**config.mk**
```make
export PLATFORM = sky130hd
export DESIGN_NAME = glyph_bold_blend_blit_flat
export DESIGN_NICKNAME = d
export VERILOG_FILES = /design/src/rtl/core/gbb_pkg.sv /design/src/rtl/core/gbb_if.sv /design/src/rtl/core/gbb_front.sv /design/src/rtl/core/gbb_emit.sv /design/src/rtl/core/gbb_blend.sv /design/src/rtl/core/glyph_bold_blend_blit.sv /design/src/flat_wrapper.sv
export VERILOG_INCLUDE_DIRS = /design/src /design/src/rtl/core
export SDC_FILE = /design/constraint.sdc
export NUM_CORES = 1
export LEC_CHECK = 0
export ABC_AREA = 1
export BUFFER_PORTS_ARGS = -buffer_cell sky130_fd_sc_hd__buf_2
export CAP_MARGIN = 10
export CELL_PAD_IN_SITES_DETAIL_PLACEMENT = 1
export CELL_PAD_IN_SITES_GLOBAL_PLACEMENT = 2
export CORE_MARGIN = 2
export CORE_UTILIZATION = 42
export CTS_CLUSTER_DIAMETER = 60
export DETAILED_ROUTE_END_ITERATION = 8
export PLACE_DENSITY_LB_ADDON = 0.3
export SYNTH_ARGS = -nofsm -noshare
export SYNTH_HDL_FRONTEND = slang
export SYNTH_SLANG_ARGS = --single-unit
```
**constraint.sdc**
```tcl
create_clock -name clk -period 15.9 [get_ports clk]
set_input_delay 3.18 -clock clk [delete_from_list [all_inputs] [get_ports clk]]
set_output_delay 3.18 -clock clk [all_outputs]
set_load 0.005 [all_outputs]
```
**src/rtl/core/glyph_bold_blend_blit_assert.svh**
```systemverilog
// Assertion helpers for the glyph blit block. Both sample on clk and are
// disabled while rst_n is low.
`ifndef GLYPH_BOLD_BLEND_BLIT_ASSERT_SVH
`define GLYPH_BOLD_BLEND_BLIT_ASSERT_SVH

// Same-cycle implication.
`define GBB_ASSERT_IMP(lbl, ante, cons, msg) \
    lbl: assert property (@(posedge clk) disable iff (!rst_n) (ante) |-> (cons)) \
        else $error(msg);

// Next-cycle implication.
`define GBB_ASSERT_NXT(lbl, ante, cons, msg) \
    lbl: assert property (@(posedge clk) disable iff (!rst_n) (ante) |=> (cons)) \
        else $error(msg);

`endif

```
**src/rtl/core/gbb_pkg.sv**
```systemverilog
`default_nettype none

package gbb_pkg;

    // Window entries the 3-bit bold setting can ever reach.
    localparam int WIN_MAX      = 7;
    localparam int DEF_MAX_BOLD = 7;
    localparam logic [8:0] MAX_WIDTH = 9'd256;

    // Register indexes (byte address / 4).
    localparam logic [2:0] REG_BG_COLOUR   = 3'd0;
    localparam logic [2:0] REG_FG_COLOUR   = 3'd1;
    localparam logic [2:0] REG_BOLD_EXTRA  = 3'd2;
    localparam logic [2:0] REG_MONO_MODE   = 3'd3;
    localparam logic [2:0] REG_ROTATE      = 3'd4;
    localparam logic [2:0] REG_GLYPH_WIDTH = 3'd5;

    typedef logic [7:0] gbb_byte_t;

    // Effective configuration, already clamped.
    typedef struct packed {
        logic [23:0] bg;
        logic [23:0] fg;
        logic [2:0]  dx;
        logic        mono;
        logic        rot;
        logic [8:0]  w;
    } gbb_cfg_t;

    // One accepted sample with the row context it needs.
    typedef struct packed {
        gbb_byte_t [WIN_MAX-1:0] win;
        gbb_byte_t               cov;
        logic [8:0]              col;
        logic [7:0]              row;
        logic                    last;
    } gbb_job_t;

    // One output pixel before blending.
    typedef struct packed {
        gbb_byte_t  alpha;
        logic [8:0] x;
        logic [8:0] y;
        logic       done;
    } gbb_pix_t;

    typedef struct packed {
        logic       mid_job;
        logic [2:0] k;
    } gbb_emit_stat_t;

endpackage

`default_nettype wire

```
**src/rtl/core/gbb_if.sv**
```systemverilog
`default_nettype none

interface gbb_in_if;
    logic       valid;
    logic       ready;
    logic [7:0] coverage;
    logic       first_of_glyph;

    modport source (output valid, output coverage, output first_of_glyph, input ready);
    modport sink   (input valid, input coverage, input first_of_glyph, output ready);
endinterface

interface gbb_out_if;
    logic        valid;
    logic        ready;
    logic [23:0] pixel_colour;
    logic [8:0]  out_x;
    logic [8:0]  out_y;
    logic        row_done;

    modport source (output valid, output pixel_colour, output out_x, output out_y,
                    output row_done, input ready);
    modport sink   (input valid, input pixel_colour, input out_x, input out_y,
                    input row_done, output ready);
endinterface

`default_nettype wire

```
**src/rtl/core/gbb_front.sv**
```systemverilog
`default_nettype none

module gbb_front #(
    parameter int MAX_BOLD = gbb_pkg::DEF_MAX_BOLD
) (
    input  wire logic              clk,
    input  wire logic              rst_n,
    input  wire gbb_pkg::gbb_cfg_t cfg,
    gbb_in_if.sink                 in_ch,
    output logic                   job_valid,
    output gbb_pkg::gbb_job_t      job,
    input  wire logic              job_take
);

    localparam int WIN_D = (MAX_BOLD < 1) ? 1 :
                           ((MAX_BOLD > gbb_pkg::WIN_MAX) ? gbb_pkg::WIN_MAX : MAX_BOLD);

    gbb_pkg::gbb_byte_t win_reg [WIN_D];
    gbb_pkg::gbb_byte_t win_next [WIN_D];
    logic [8:0]         col_reg, col_next;
    logic [7:0]         row_reg, row_next;
    logic               job_valid_reg;
    gbb_pkg::gbb_job_t  job_reg, job_next;

    logic [8:0]         col_in;
    logic [8:0]         col_c;
    logic [7:0]         row_c;
    logic               last_c;
    gbb_pkg::gbb_byte_t cov_m;
    logic               accept;

    assign in_ch.ready = !job_valid_reg || job_take;
    assign accept      = in_ch.valid && in_ch.ready;

    always_comb
    begin
        col_in = in_ch.first_of_glyph ? 9'd0 : col_reg;
        row_c  = in_ch.first_of_glyph ? 8'd0 : row_reg;
        // A width shrunk mid-row pins the column to the last one.
        col_c  = (col_in >= cfg.w) ? (cfg.w - 9'd1) : col_in;
        last_c = (col_c == (cfg.w - 9'd1));
        if (cfg.mono)
            cov_m = (in_ch.coverage != 8'd0) ? 8'hFF : 8'h00;
        else
            cov_m = in_ch.coverage;

        job_next      = '0;
        job_next.cov  = cov_m;
        job_next.col  = col_c;
        job_next.row  = row_c;
        job_next.last = last_c;
        // Drop earlier samples at the start of a row.
        for (int j = 0; j < WIN_D; j++)
        begin
            job_next.win[j] = (col_c == 9'd0) ? 8'd0 : win_reg[j];
        end

        win_next[0] = cov_m;
        for (int j = 1; j < WIN_D; j++)
        begin
            win_next[j] = job_next.win[j-1];
        end

        col_next = last_c ? 9'd0 : (col_c + 9'd1);
        row_next = last_c ? (row_c + 8'd1) : row_c;
    end

    always_ff @(posedge clk or negedge rst_n)
    begin
        if (!rst_n)
        begin
            job_valid_reg <= 1'b0;
            col_reg       <= '0;
            row_reg       <= '0;
            for (int j = 0; j < WIN_D; j++)
            begin
                win_reg[j] <= '0;
            end
        end
        else
        begin
            if (accept)
            begin
                job_valid_reg <= 1'b1;
                col_reg       <= col_next;
                row_reg       <= row_next;
                for (int j = 0; j < WIN_D; j++)
                begin
                    win_reg[j] <= win_next[j];
                end
            end
            else if (job_take)
            begin
                job_valid_reg <= 1'b0;
            end
        end
    end

    always_ff @(posedge clk)
    begin
        if (accept)
        begin
            job_reg <= job_next;
        end
    end

    assign job_valid = job_valid_reg;
    assign job       = job_reg;

endmodule

`default_nettype wire

```
**src/rtl/core/gbb_emit.sv**
```systemverilog
`default_nettype none

module gbb_emit (
    input  wire logic              clk,
    input  wire logic              rst_n,
    input  wire gbb_pkg::gbb_cfg_t cfg,
    input  wire logic              job_valid,
    input  wire gbb_pkg::gbb_job_t job,
    output logic                   job_take,
    output logic                   pix_valid,
    output gbb_pkg::gbb_pix_t      pix,
    input  wire logic              pix_take,
    output gbb_pkg::gbb_emit_stat_t stat
);

    logic [2:0]        k_reg, k_next;
    logic              pix_valid_reg;
    gbb_pkg::gbb_pix_t pix_reg, pix_next;

    logic       fire;
    logic       k_last;
    logic [2:0] limit;
    logic [8:0] x;
    logic [9:0] y_rot;
    gbb_pkg::gbb_byte_t alpha;

    assign fire     = job_valid && (!pix_valid_reg || pix_take);
    assign k_last   = !job.last || (k_reg == cfg.dx);
    assign job_take = fire && k_last;

    always_comb
    begin
        // Pixel k of a job looks back over dx - k earlier samples.
        limit = cfg.dx - k_reg;
        alpha = job.cov;
        for (int j = 0; j < gbb_pkg::WIN_MAX; j++)
        begin
            if ((3'(j) < limit) && (job.win[j] > alpha))
                alpha = job.win[j];
        end

        x     = job.col + {6'd0, k_reg};
        y_rot = {1'b0, cfg.w} + {7'd0, cfg.dx} - 10'd1 - {1'b0, x};

        pix_next.alpha = alpha;
        pix_next.done  = job.last && (k_reg == cfg.dx);
        if (cfg.rot)
        begin
            pix_next.x = {1'b0, job.row};
            pix_next.y = y_rot[8:0];
        end
        else
        begin
            pix_next.x = x;
            pix_next.y = {1'b0, job.row};
        end

        k_next = k_last ? 3'd0 : (k_reg + 3'd1);
    end

    always_ff @(posedge clk or negedge rst_n)
    begin
        if (!rst_n)
        begin
            k_reg         <= '0;
            pix_valid_reg <= 1'b0;
        end
        else
        begin
            if (fire)
            begin
                k_reg         <= k_next;
                pix_valid_reg <= 1'b1;
            end
            else if (pix_take)
            begin
                pix_valid_reg <= 1'b0;
            end
        end
    end

    always_ff @(posedge clk)
    begin
        if (fire)
        begin
            pix_reg <= pix_next;
        end
    end

    assign pix_valid    = pix_valid_reg;
    assign pix          = pix_reg;
    assign stat.mid_job = (k_reg != 3'd0);
    assign stat.k       = k_reg;

endmodule

`default_nettype wire

```
**src/rtl/core/gbb_blend.sv**
```systemverilog
`default_nettype none

module gbb_blend (
    input  wire logic              clk,
    input  wire logic              rst_n,
    input  wire gbb_pkg::gbb_cfg_t cfg,
    input  wire logic              pix_valid,
    input  wire gbb_pkg::gbb_pix_t pix,
    output logic                   pix_take,
    gbb_out_if.source              out_ch
);

    // lo + (hi - lo) * w / 255, floor; the divide is exact for 16-bit products.
    function automatic logic [7:0] blend_ch(input logic [7:0] a, input logic [7:0] b,
                                            input logic [7:0] alpha);
        logic [7:0]  base;
        logic [7:0]  diff;
        logic [7:0]  wgt;
        logic [15:0] p;
        logic [16:0] q;
        if (a < b)
        begin
            base = a;
            diff = b - a;
            wgt  = alpha;
        end
        else
        begin
            base = b;
            diff = a - b;
            wgt  = 8'hFF - alpha;
        end
        p = diff * wgt;
        q = {1'b0, p} + 17'd1 + {9'd0, p[15:8]};
        return base + q[15:8];
    endfunction

    logic        out_valid_reg;
    logic [23:0] colour_reg, colour_next;
    logic [8:0]  x_reg;
    logic [8:0]  y_reg;
    logic        done_reg;

    assign pix_take = pix_valid && (!out_valid_reg || out_ch.ready);

    always_comb
    begin
        for (int c = 0; c < 3; c++)
        begin
            colour_next[8*c +: 8] = blend_ch(cfg.bg[8*c +: 8], cfg.fg[8*c +: 8], pix.alpha);
        end
    end

    always_ff @(posedge clk or negedge rst_n)
    begin
        if (!rst_n)
        begin
            out_valid_reg <= 1'b0;
        end
        else
        begin
            if (pix_take)
                out_valid_reg <= 1'b1;
            else if (out_ch.ready)
                out_valid_reg <= 1'b0;
        end
    end

    always_ff @(posedge clk)
    begin
        if (pix_take)
        begin
            colour_reg <= colour_next;
            x_reg      <= pix.x;
            y_reg      <= pix.y;
            done_reg   <= pix.done;
        end
    end

    assign out_ch.valid        = out_valid_reg;
    assign out_ch.pixel_colour = colour_reg;
    assign out_ch.out_x        = x_reg;
    assign out_ch.out_y        = y_reg;
    assign out_ch.row_done     = done_reg;

endmodule

`default_nettype wire

```
**src/rtl/core/glyph_bold_blend_blit.sv**
```systemverilog
// A sample's first pixel goes through the front job register and the emit pixel
// register into the output register. Throughput: one pixel per cycle and one sample
// per cycle while the output is ready, except the last sample of a row, which holds
// the input off while the emit counter walks out the trailing bold pixels.
// Reset (rst_n, async low): registers to defaults, bold window, column and row to 0.
`default_nettype none
`include "glyph_bold_blend_blit_assert.svh"

module glyph_bold_blend_blit #(
    parameter int MAX_BOLD = gbb_pkg::DEF_MAX_BOLD
) (
    input  wire logic        clk,
    input  wire logic        rst_n,
    input  wire logic        psel,
    input  wire logic        penable,
    input  wire logic        pwrite,
    input  wire logic [4:0]  paddr,
    input  wire logic [31:0] pwdata,
    output logic [31:0]      prdata,
    output logic             pready,
    gbb_in_if.sink           in_ch,
    gbb_out_if.source        out_ch
);

    localparam logic [3:0] BOLD_LIM = 4'(MAX_BOLD);

    // Configuration registers, as written.
    logic [23:0] bg_colour_reg;
    logic [23:0] fg_colour_reg;
    logic [2:0]  bold_extra_reg;
    logic        mono_mode_reg;
    logic        rotate_reg;
    logic [8:0]  glyph_width_reg;

    logic [2:0]  reg_idx;
    logic        wr_en;
    gbb_pkg::gbb_cfg_t cfg;

    // Stage hand-offs.
    logic                    job_valid;
    gbb_pkg::gbb_job_t       job;
    logic                    job_take;
    logic                    pix_valid;
    gbb_pkg::gbb_pix_t       pix;
    logic                    pix_take;
    gbb_pkg::gbb_emit_stat_t emit_stat;

    assign pready  = 1'b1;
    assign reg_idx = paddr[4:2];
    assign wr_en   = psel && penable && pwrite && pready;

    // Register write: any word on the access phase lands at once.
    always_ff @(posedge clk or negedge rst_n)
    begin
        if (!rst_n)
        begin
            bg_colour_reg   <= 24'h000000;
            fg_colour_reg   <= 24'hFFFFFF;
            bold_extra_reg  <= 3'd0;
            mono_mode_reg   <= 1'b0;
            rotate_reg      <= 1'b0;
            glyph_width_reg <= 9'd1;
        end
        else if (wr_en)
        begin
            unique case (reg_idx)
                gbb_pkg::REG_BG_COLOUR:   bg_colour_reg   <= pwdata[23:0];
                gbb_pkg::REG_FG_COLOUR:   fg_colour_reg   <= pwdata[23:0];
                gbb_pkg::REG_BOLD_EXTRA:  bold_extra_reg  <= pwdata[2:0];
                gbb_pkg::REG_MONO_MODE:   mono_mode_reg   <= pwdata[0];
                gbb_pkg::REG_ROTATE:      rotate_reg      <= pwdata[0];
                gbb_pkg::REG_GLYPH_WIDTH: glyph_width_reg <= pwdata[8:0];
                default: ;
            endcase
        end
    end

    always_comb
    begin
        unique case (reg_idx)
            gbb_pkg::REG_BG_COLOUR:   prdata = {8'd0, bg_colour_reg};
            gbb_pkg::REG_FG_COLOUR:   prdata = {8'd0, fg_colour_reg};
            gbb_pkg::REG_BOLD_EXTRA:  prdata = {29'd0, bold_extra_reg};
            gbb_pkg::REG_MONO_MODE:   prdata = {31'd0, mono_mode_reg};
            gbb_pkg::REG_ROTATE:      prdata = {31'd0, rotate_reg};
            gbb_pkg::REG_GLYPH_WIDTH: prdata = {23'd0, glyph_width_reg};
            default:                  prdata = 32'd0;
        endcase
    end

    // Clamp once here: a zero width acts as one, oversized width and bold saturate.
    always_comb
    begin
        cfg.bg   = bg_colour_reg;
        cfg.fg   = fg_colour_reg;
        cfg.mono = mono_mode_reg;
        cfg.rot  = rotate_reg;
        cfg.dx   = ({1'b0, bold_extra_reg} > BOLD_LIM) ? BOLD_LIM[2:0] : bold_extra_reg;
        if (glyph_width_reg == 9'd0)
            cfg.w = 9'd1;
        else if (glyph_width_reg > gbb_pkg::MAX_WIDTH)
            cfg.w = gbb_pkg::MAX_WIDTH;
        else
            cfg.w = glyph_width_reg;
    end

    // Front: track column, row and the bold window; hold one sample word.
    gbb_front #(
        .MAX_BOLD (MAX_BOLD)
    ) u_front (
        .clk       (clk),
        .rst_n     (rst_n),
        .cfg       (cfg),
        .in_ch     (in_ch),
        .job_valid (job_valid),
        .job       (job),
        .job_take  (job_take)
    );

    // Emit: one pixel per cycle unless stalled; 1 + clamped bold_extra at a row end.
    gbb_emit u_emit (
        .clk       (clk),
        .rst_n     (rst_n),
        .cfg       (cfg),
        .job_valid (job_valid),
        .job       (job),
        .job_take  (job_take),
        .pix_valid (pix_valid),
        .pix       (pix),
        .pix_take  (pix_take),
        .stat      (emit_stat)
    );

    // Blend: per-channel mix into the output register.
    gbb_blend u_blend (
        .clk       (clk),
        .rst_n     (rst_n),
        .cfg       (cfg),
        .pix_valid (pix_valid),
        .pix       (pix),
        .pix_take  (pix_take),
        .out_ch    (out_ch)
    );

    // The emit counter only runs while a row-end sample is held.
    `GBB_ASSERT_IMP(a_mid_job_held, emit_stat.mid_job, job_valid, "emit counter without sample")
    // The counter never passes the bold setting.
    `GBB_ASSERT_IMP(a_k_bound, 1'b1, emit_stat.k <= cfg.dx, "emit counter beyond bold_extra")
    // An accepted word is always held in the front stage next cycle.
    `GBB_ASSERT_NXT(a_accept_held, in_ch.valid && in_ch.ready, job_valid, "accepted sample lost")

endmodule

`default_nettype wire

```
**src/flat_wrapper.sv**
```systemverilog
// flat-port wrapper written by rule: the top's interface ports become plain ports
module glyph_bold_blend_blit_flat 
#(
    parameter int MAX_BOLD = gbb_pkg::DEF_MAX_BOLD
)
  (clk, rst_n, psel, penable, pwrite, paddr, pwdata, prdata, pready, in_ch_valid, in_ch_coverage, in_ch_first_of_glyph, in_ch_ready, out_ch_valid, out_ch_pixel_colour, out_ch_out_x, out_ch_out_y, out_ch_row_done, out_ch_ready);
  gbb_in_if in_ch_i ();
  gbb_out_if out_ch_i ();
  input  wire logic clk;
  input  wire logic rst_n;
  input  wire logic psel;
  input  wire logic penable;
  input  wire logic pwrite;
  input  wire logic [4:0] paddr;
  input  wire logic [31:0] pwdata;
  output logic [31:0] prdata;
  output logic pready;
  input wire logic [$bits(in_ch_i.valid)-1:0] in_ch_valid;
  input wire logic [$bits(in_ch_i.coverage)-1:0] in_ch_coverage;
  input wire logic [$bits(in_ch_i.first_of_glyph)-1:0] in_ch_first_of_glyph;
  output wire logic [$bits(in_ch_i.ready)-1:0] in_ch_ready;
  output wire logic [$bits(out_ch_i.valid)-1:0] out_ch_valid;
  output wire logic [$bits(out_ch_i.pixel_colour)-1:0] out_ch_pixel_colour;
  output wire logic [$bits(out_ch_i.out_x)-1:0] out_ch_out_x;
  output wire logic [$bits(out_ch_i.out_y)-1:0] out_ch_out_y;
  output wire logic [$bits(out_ch_i.row_done)-1:0] out_ch_row_done;
  input wire logic [$bits(out_ch_i.ready)-1:0] out_ch_ready;
  assign in_ch_i.valid = in_ch_valid;
  assign in_ch_i.coverage = in_ch_coverage;
  assign in_ch_i.first_of_glyph = in_ch_first_of_glyph;
  assign in_ch_ready = in_ch_i.ready;
  assign out_ch_valid = out_ch_i.valid;
  assign out_ch_pixel_colour = out_ch_i.pixel_colour;
  assign out_ch_out_x = out_ch_i.out_x;
  assign out_ch_out_y = out_ch_i.out_y;
  assign out_ch_row_done = out_ch_i.row_done;
  assign out_ch_i.ready = out_ch_ready;
  glyph_bold_blend_blit #(.MAX_BOLD(MAX_BOLD)) u_core (.clk(clk), .rst_n(rst_n), .psel(psel), .penable(penable), .pwrite(pwrite), .paddr(paddr), .pwdata(pwdata), .prdata(prdata), .pready(pready), .in_ch(in_ch_i), .out_ch(out_ch_i));
endmodule
```
==> flow_summary_export.csv, run 1 <==
group,metric,value,unit
yosys,synthArstFlopShare,0.481,
clocking,cts_root_buf,"clkbuf_16",
sta,final_hold_viol_count,0,
min_path,hp-class,"register to register",
final_layout,num_antenna_cells,0,
global_routing,grt-ovfl-total,0,
yosys,synthFlopType,"edfxtp_1",
yosys,yosysUniqueCellTypes,52,
final_layout,multiInputGateArea,14000,sq um
global_routing,grt_pass1_vias,21400,
die,start_util,0.425,
yosys,syn_area_per_cell,8.30,sq um
sta,worstMarginPinSlew,1120,ps
global_routing,grt_max_degree,98,
clocking,clk_pin_slew,60,ps
worst_setup_path,slowest_stage,"xnor2_1",
drt,vias,19600,
sta,relSlewSlack,0.248,
drt,wirelength,66.7,mm
sta,report.final.slew_viol_count,0,
die,dieArea,60400,sq um
clocking,numCtsBuffers,39,
clocking,post_cts_resized,0,
sta,fin_crit_sh,0.708,
final_layout,nets,3506,
clocking,postCtsHoldBufs,0,
die,core,57700,sq um
die,die_w,246,um
placed_design,routabilityCongestion,0.877,
yosys,synth_area_leaders,"edfxtp_1, ha_1, dfrtp_1, fa_1, inv_1",
clocking,cts_tree,"yes",
drt,dr.pass1.iters,5,
worst_setup_path,slowest_delay,580,ps
worst_setup_path,critPathRequiredTime,16210,ps
final_layout,seqCellArea,8120,sq um
clocking,htree_levels,2,
worst_setup_path,start_kind,"register",
die,die_h,246,um
placed_design,portBuffers,111,
yosys,synthCells,2954,
yosys,yosysSeqAreaShare,0.331,
final_layout,area_growth,10.8,%
die,io_pins,131,
yosys,synth_edf_count,152,
sta,totalNegativeSetupSlack,0,ps
sta,rsz0062_at_grt,"no",
clocking,insertion_delay,580,ps
worst_setup_path,worstPathMaxFanout,18,
clocking,post_cts_buffers,0,
die,num_rows,88,
worst_setup_path,endpoint_kind,"register",
clocking,cts_max_path_buffers,3,
worst_setup_path,cp.arrival,11560,ps
clocking,cts_sinks,293,
final_layout,largest_reg_flops,82,
yosys,yosysTopAreaCell,"edfxtp_1",
yosys,synthTopCellsByCount,"inv_1, nand2_1, ha_1, o21ai_0, nor2_1",
global_routing,track_usage,0.226,
placed_design,dp_hpwl,53.7,mm
drt,final_antenna_net_count,0,
worst_setup_path,worstSetupPathType,"register to register",
drt,wl_per_cell,17.3,um
drt,viasPerCell,5.09,
flow_run,max_cap_viol_count,0,
yosys,ys.warnings.count,0,
yosys,synth_most_common_cell,"inv_1",
yosys,syn-cell-area,24500,sq um
sta,fin_crit,11250,ps
global_routing,grt_pass1_wl,109,mm
final_layout,fill_cells,7026,
sta,clock_skew,24.5,ps
drt,drt_iter0_markers,831,
final_layout,layout-drive-gt1-share,0.0871,
yosys,synth_top_area_frac,0.186,
yosys,ys_seq_elements,293,
sta,fmax,88.9,MHz
drt,drc,0,
sta,setup-violations-final,0,
status,outcome,"complete, no violations",
global_routing,antenna_found_initial,5,
==> layout make-up <==
type | count | area share
clock inverter | 24 | 0.00967
clock buffer | 48 | 0.0383
tap | 765 | 0.0352
inverter | 583 | 0.0805
timing repair buffer | 123 | 0.0240
sequential | 293 | 0.299
multi-input combinational | 2016 | 0.513
==> worst max-delay path: cells and delay by family (launching register included) <==
kind                       cells  cell delay [ps]
buffers and inverters          6              810
AOI/OAI and AO/OA             10             2050
DFF                            1              550
adders and majority gates      8             3340
and+or+nand+nor               16             2520
muxes                          1              350
xor gates and xnor gates       5             1330
==> logic make-up (layout without fill, tap and decap cells) <==
logic type / Yosys count / count (layout) / synth area share
simple gates: 987 / 987 / 0.167
buf+inv: 652 / 778 / 0.102
compound gates: 473 / 473 / 0.106
fa+ha+maj: 397 / 397 / 0.240
flops: 293 / 293 / 0.331
xor+xnor: 147 / 147 / 0.0525
mux: 3 / 3 / 0.00122
other cells: 2 / 9 / 0.000306
==> metal layers <==
metal,up-vias,wire length (um),global-route usage
met3,103,1970,0.0322
met1,9628,28900,0.277
li1,9616,-,-
met2,235,33900,0.409
met4,8,1960,0.0704
met5,-,52,0
==> metrics by stage <==
| step | util | setup slack (ps) | cells | instance area, sq um | hold slack (ps) |
|---|---|---|---|---|---|
| 6_report | 0.471 | 4650 | 3852 | 27200 | 419 |
| 5_1_grt | 0.471 | 3630 | 3852 | 27200 | 429 |
| 4_1_cts | 0.471 | 4580 | 3852 | 27200 | 421 |
| 3_5_place_dp | 0.449 | 4610 | 3780 | 25900 | 407 |
| 3_3_place_gp | 0.449 | 4910 | 3780 | 25900 | 405 |
| 2_1_floorplan | - | 6290 | 2961 | 24600 | 400 |
==> final timing paths <==
| kind | from | slack (ps) | cells past startpoint | to |
|---|---|---|---|---|
| max | u_core.fg_colour_reg[11]$_DFFE_PN1P_ | 4650 | 46 | u_core.u_blend.out_ch.pixel_colour[15]$_DFFE_PP_ |
| min | u_core.u_emit.pix[2]$_DFFE_PP_ | 420 | 0 | u_core.u_blend.out_ch.out_y[1]$_DFFE_PP_ |
| max reg2reg | u_core.fg_colour_reg[11]$_DFFE_PN1P_ | 4650 | 46 | u_core.u_blend.out_ch.pixel_colour[15]$_DFFE_PP_ |
| min reg2reg | u_core.u_emit.pix[2]$_DFFE_PP_ | 420 | 0 | u_core.u_blend.out_ch.out_y[1]$_DFFE_PP_ |
| max in group asynchronous | rst_n | 11810 | 2 | u_core.bg_colour_reg[10]$_DFFE_PN0P_ |
| min in group asynchronous | rst_n | 2640 | 1 | u_core.u_front.win_reg[5]$_DFFE_PN0P_ |
==> layout by cell type (no fill, tap or decap), types with 7 or more instances in the layout <==
cell type	count
nand2_2	25
ha_1	274
xnor2_1	28
dfstp_2	25
edfxtp_1	152
buf_2	110
or2_2	10
o21ai_0	263
buf_4	12
a21oi_1	120
o22ai_1	19
nor3_1	11
clkbuf_1	7
nor2_1	249
clkbuf_16	40
nand2_1	563
o221ai_1	16
a211oi_1	14
o21bai_1	9
xor2_1	119
fa_1	123
conb_1	9
dfrtp_1	116
inv_1	578
nand3_1	80
nand4_1	24
Power of run 1 is not shown: default switching activity piles up to over one toggle a cycle in this logic, so the estimate is an artifact.
==> run 2: changes to the inputs <==
--- a/config.mk
+++ b/config.mk
@@ -12,7 +12,7 @@
 export CELL_PAD_IN_SITES_DETAIL_PLACEMENT = 1
 export CELL_PAD_IN_SITES_GLOBAL_PLACEMENT = 2
 export CORE_MARGIN = 2
-export CORE_UTILIZATION = 42
+export CORE_UTILIZATION = 39
 export CTS_CLUSTER_DIAMETER = 60
 export DETAILED_ROUTE_END_ITERATION = 8
 export PLACE_DENSITY_LB_ADDON = 0.3
==> constraint.sdc (replaced) <==
create_clock -name clk -period 11.47 [get_ports clk]
set_input_delay 2.294 -clock clk [delete_from_list [all_inputs] [get_ports clk]]
set_output_delay 2.294 -clock clk [all_outputs]
set_load 0.005 [all_outputs]
==> flow_summary_export.csv, run 2 (synthesis results as in run 1) <==
group,metric,value,unit
worst_setup_path,cp.arrival,11000,ps
worst_setup_path,slowest_delay,550,ps
sta,setup-violations-final,0,
sta,totalNegativeSetupSlack,0,ps
drt,vias,19600,
sta,rsz0062_at_grt,"no",
clocking,cts_sinks,293,
die,num_rows,91,
clocking,cts_tree,"yes",
global_routing,grt-ovfl-total,0,
global_routing,track_usage,0.211,
clocking,postCtsHoldBufs,0,
clocking,post_cts_resized,0,
drt,final_antenna_net_count,0,
sta,final_hold_viol_count,0,
worst_setup_path,endpoint_kind,"register",
clocking,clk_pin_slew,60,ps
worst_setup_path,cp.depth,46,
clocking,htree_levels,2,
worst_setup_path,reg2reg_depth,46,
placed_design,dp_hpwl,53.7,mm
final_layout,nets,3507,
final_layout,layout-drive-gt1-share,0.0923,
global_routing,antenna_found_initial,7,
worst_setup_path,crit_buf_inv,6,
placed_design,portBuffers,111,
global_routing,grt_pass1_vias,21200,
final_layout,largest_reg_flops,82,
drt,drt_iter0_markers,905,
die,die_h,255,um
worst_setup_path,cpMostUsedCell,"a21oi_1",
final_layout,layout_common_cells,"inv_1, nand2_1, ha_1, o21ai_0, nor2_1",
sta,fin_crit,10710,ps
sta,fin_crit_sh,0.933,
status,outcome,"complete, no violations",
worst_setup_path,cpLargestDelayFamily,"adder cells",
worst_setup_path,critPathRequiredTime,11770,ps
placed_design,routabilityCongestion,0.868,
final_layout,area_growth,12.0,%
die,die_w,255,um
sta,clock_skew,38.3,ps
sta,report.final.slew_viol_count,0,
clocking,cts_root_buf,"clkbuf_16",
min_path,hp-class,"register to register",
drt,viasPerCell,4.98,
final_layout,fill_cells,7541,
worst_setup_path,slowest_stage,"dfstp_2",
sta,relSlewSlack,0.198,
worst_setup_path,start_kind,"register",
die,start_util,0.396,
min_path,whs_path_depth,0,
drt,drc,0,
worst_setup_path,worstPathMaxFanout,18,
final_layout,final_common_cell,"inv_1",
sta,fmax,93.4,MHz
global_routing,grt_max_degree,208,
clocking,post_cts_buffers,0,
drt,wl_per_cell,17.1,um
die,dieArea,64900,sq um
clocking,cts_max_path_buffers,3,
drt,wirelength,67.2,mm
global_routing,grt_pass1_wl,108,mm
die,core,61900,sq um
die,io_pins,131,
worst_setup_path,worstSetupPathType,"register to register",
drt,dr.pass1.iters,7,
clocking,numCtsBuffers,40,
flow_run,max_cap_viol_count,0,
sta,worstMarginPinSlew,1200,ps
clocking,insertion_delay,590,ps
run 2: cell type report:
| type | instances | area (sq um) | area share |
|---|---|---|---|
| Clock inverter | 30 | 412 | 0.0150 |
| Antenna cell | 3 | 7.51 | 0.000273 |
| Sequential cell | 293 | 8120 | 0.296 |
| Timing Repair Buffer | 123 | 664 | 0.0242 |
| Multi-Input combinational cell | 2016 | 14000 | 0.510 |
| Inverter | 583 | 2190 | 0.0797 |
| Clock buffer | 44 | 1030 | 0.0374 |
| Tap cell | 837 | 1050 | 0.0381 |
run 2: final timing paths:
kind,slack (ps),end,startpoint
max in group asynchronous,8210,u_core.bg_colour_reg[11]$_DFFE_PN0P_,rst_n
hold reg to reg,420,u_core.u_blend.out_ch.out_x[1]$_DFFE_PP_,u_core.u_emit.pix[11]$_DFFE_PP_
hold / removal,420,u_core.u_blend.out_ch.out_x[1]$_DFFE_PP_,u_core.u_emit.pix[11]$_DFFE_PP_
setup / recovery,760,u_core.u_blend.out_ch.pixel_colour[15]$_DFFE_PP_,u_core.fg_colour_reg[10]$_DFFE_PN1P_
min in group asynchronous,1700,u_core.u_front.row_reg[1]$_DFFE_PN0P_,rst_n
setup reg to reg,760,u_core.u_blend.out_ch.pixel_colour[15]$_DFFE_PP_,u_core.fg_colour_reg[10]$_DFFE_PN1P_
run 2: routing by layer:
layer,routed length (um),up-vias,GRT usage
li1,-,9611,-
met1,29300,9601,0.257
met2,33000,258,0.372
met3,2610,106,0.0379
met4,2230,6,0.0747
met5,38,-,0
run 2: worst register-to-register path: cells and delay by family, from the launching register on:
family          cells  cell delay (ps)
compound gates     13             2410
flops               1              550
simple gates       13             1840
buf+inv             6              710
xor+xnor            6             1420
fa+ha+maj           8             3510
run 2: through the flow:
stage | cell area (sq um) | setup slack (ps) | util | hold WS [ps] | cells
3_3_place_gp | 26000 | 886 | 0.419 | 405 | 3852
3_5_place_dp | 26000 | 553 | 0.419 | 410 | 3852
4_1_cts | 27400 | 402 | 0.443 | 425 | 3926
6_report | 27500 | 765 | 0.443 | 423 | 3929
5_1_grt | 27500 | 13.0 | 0.443 | 429 | 3927
2_1_floorplan | 24600 | 1860 | - | 400 | 2961
Power of run 2 is left out for the same reason.
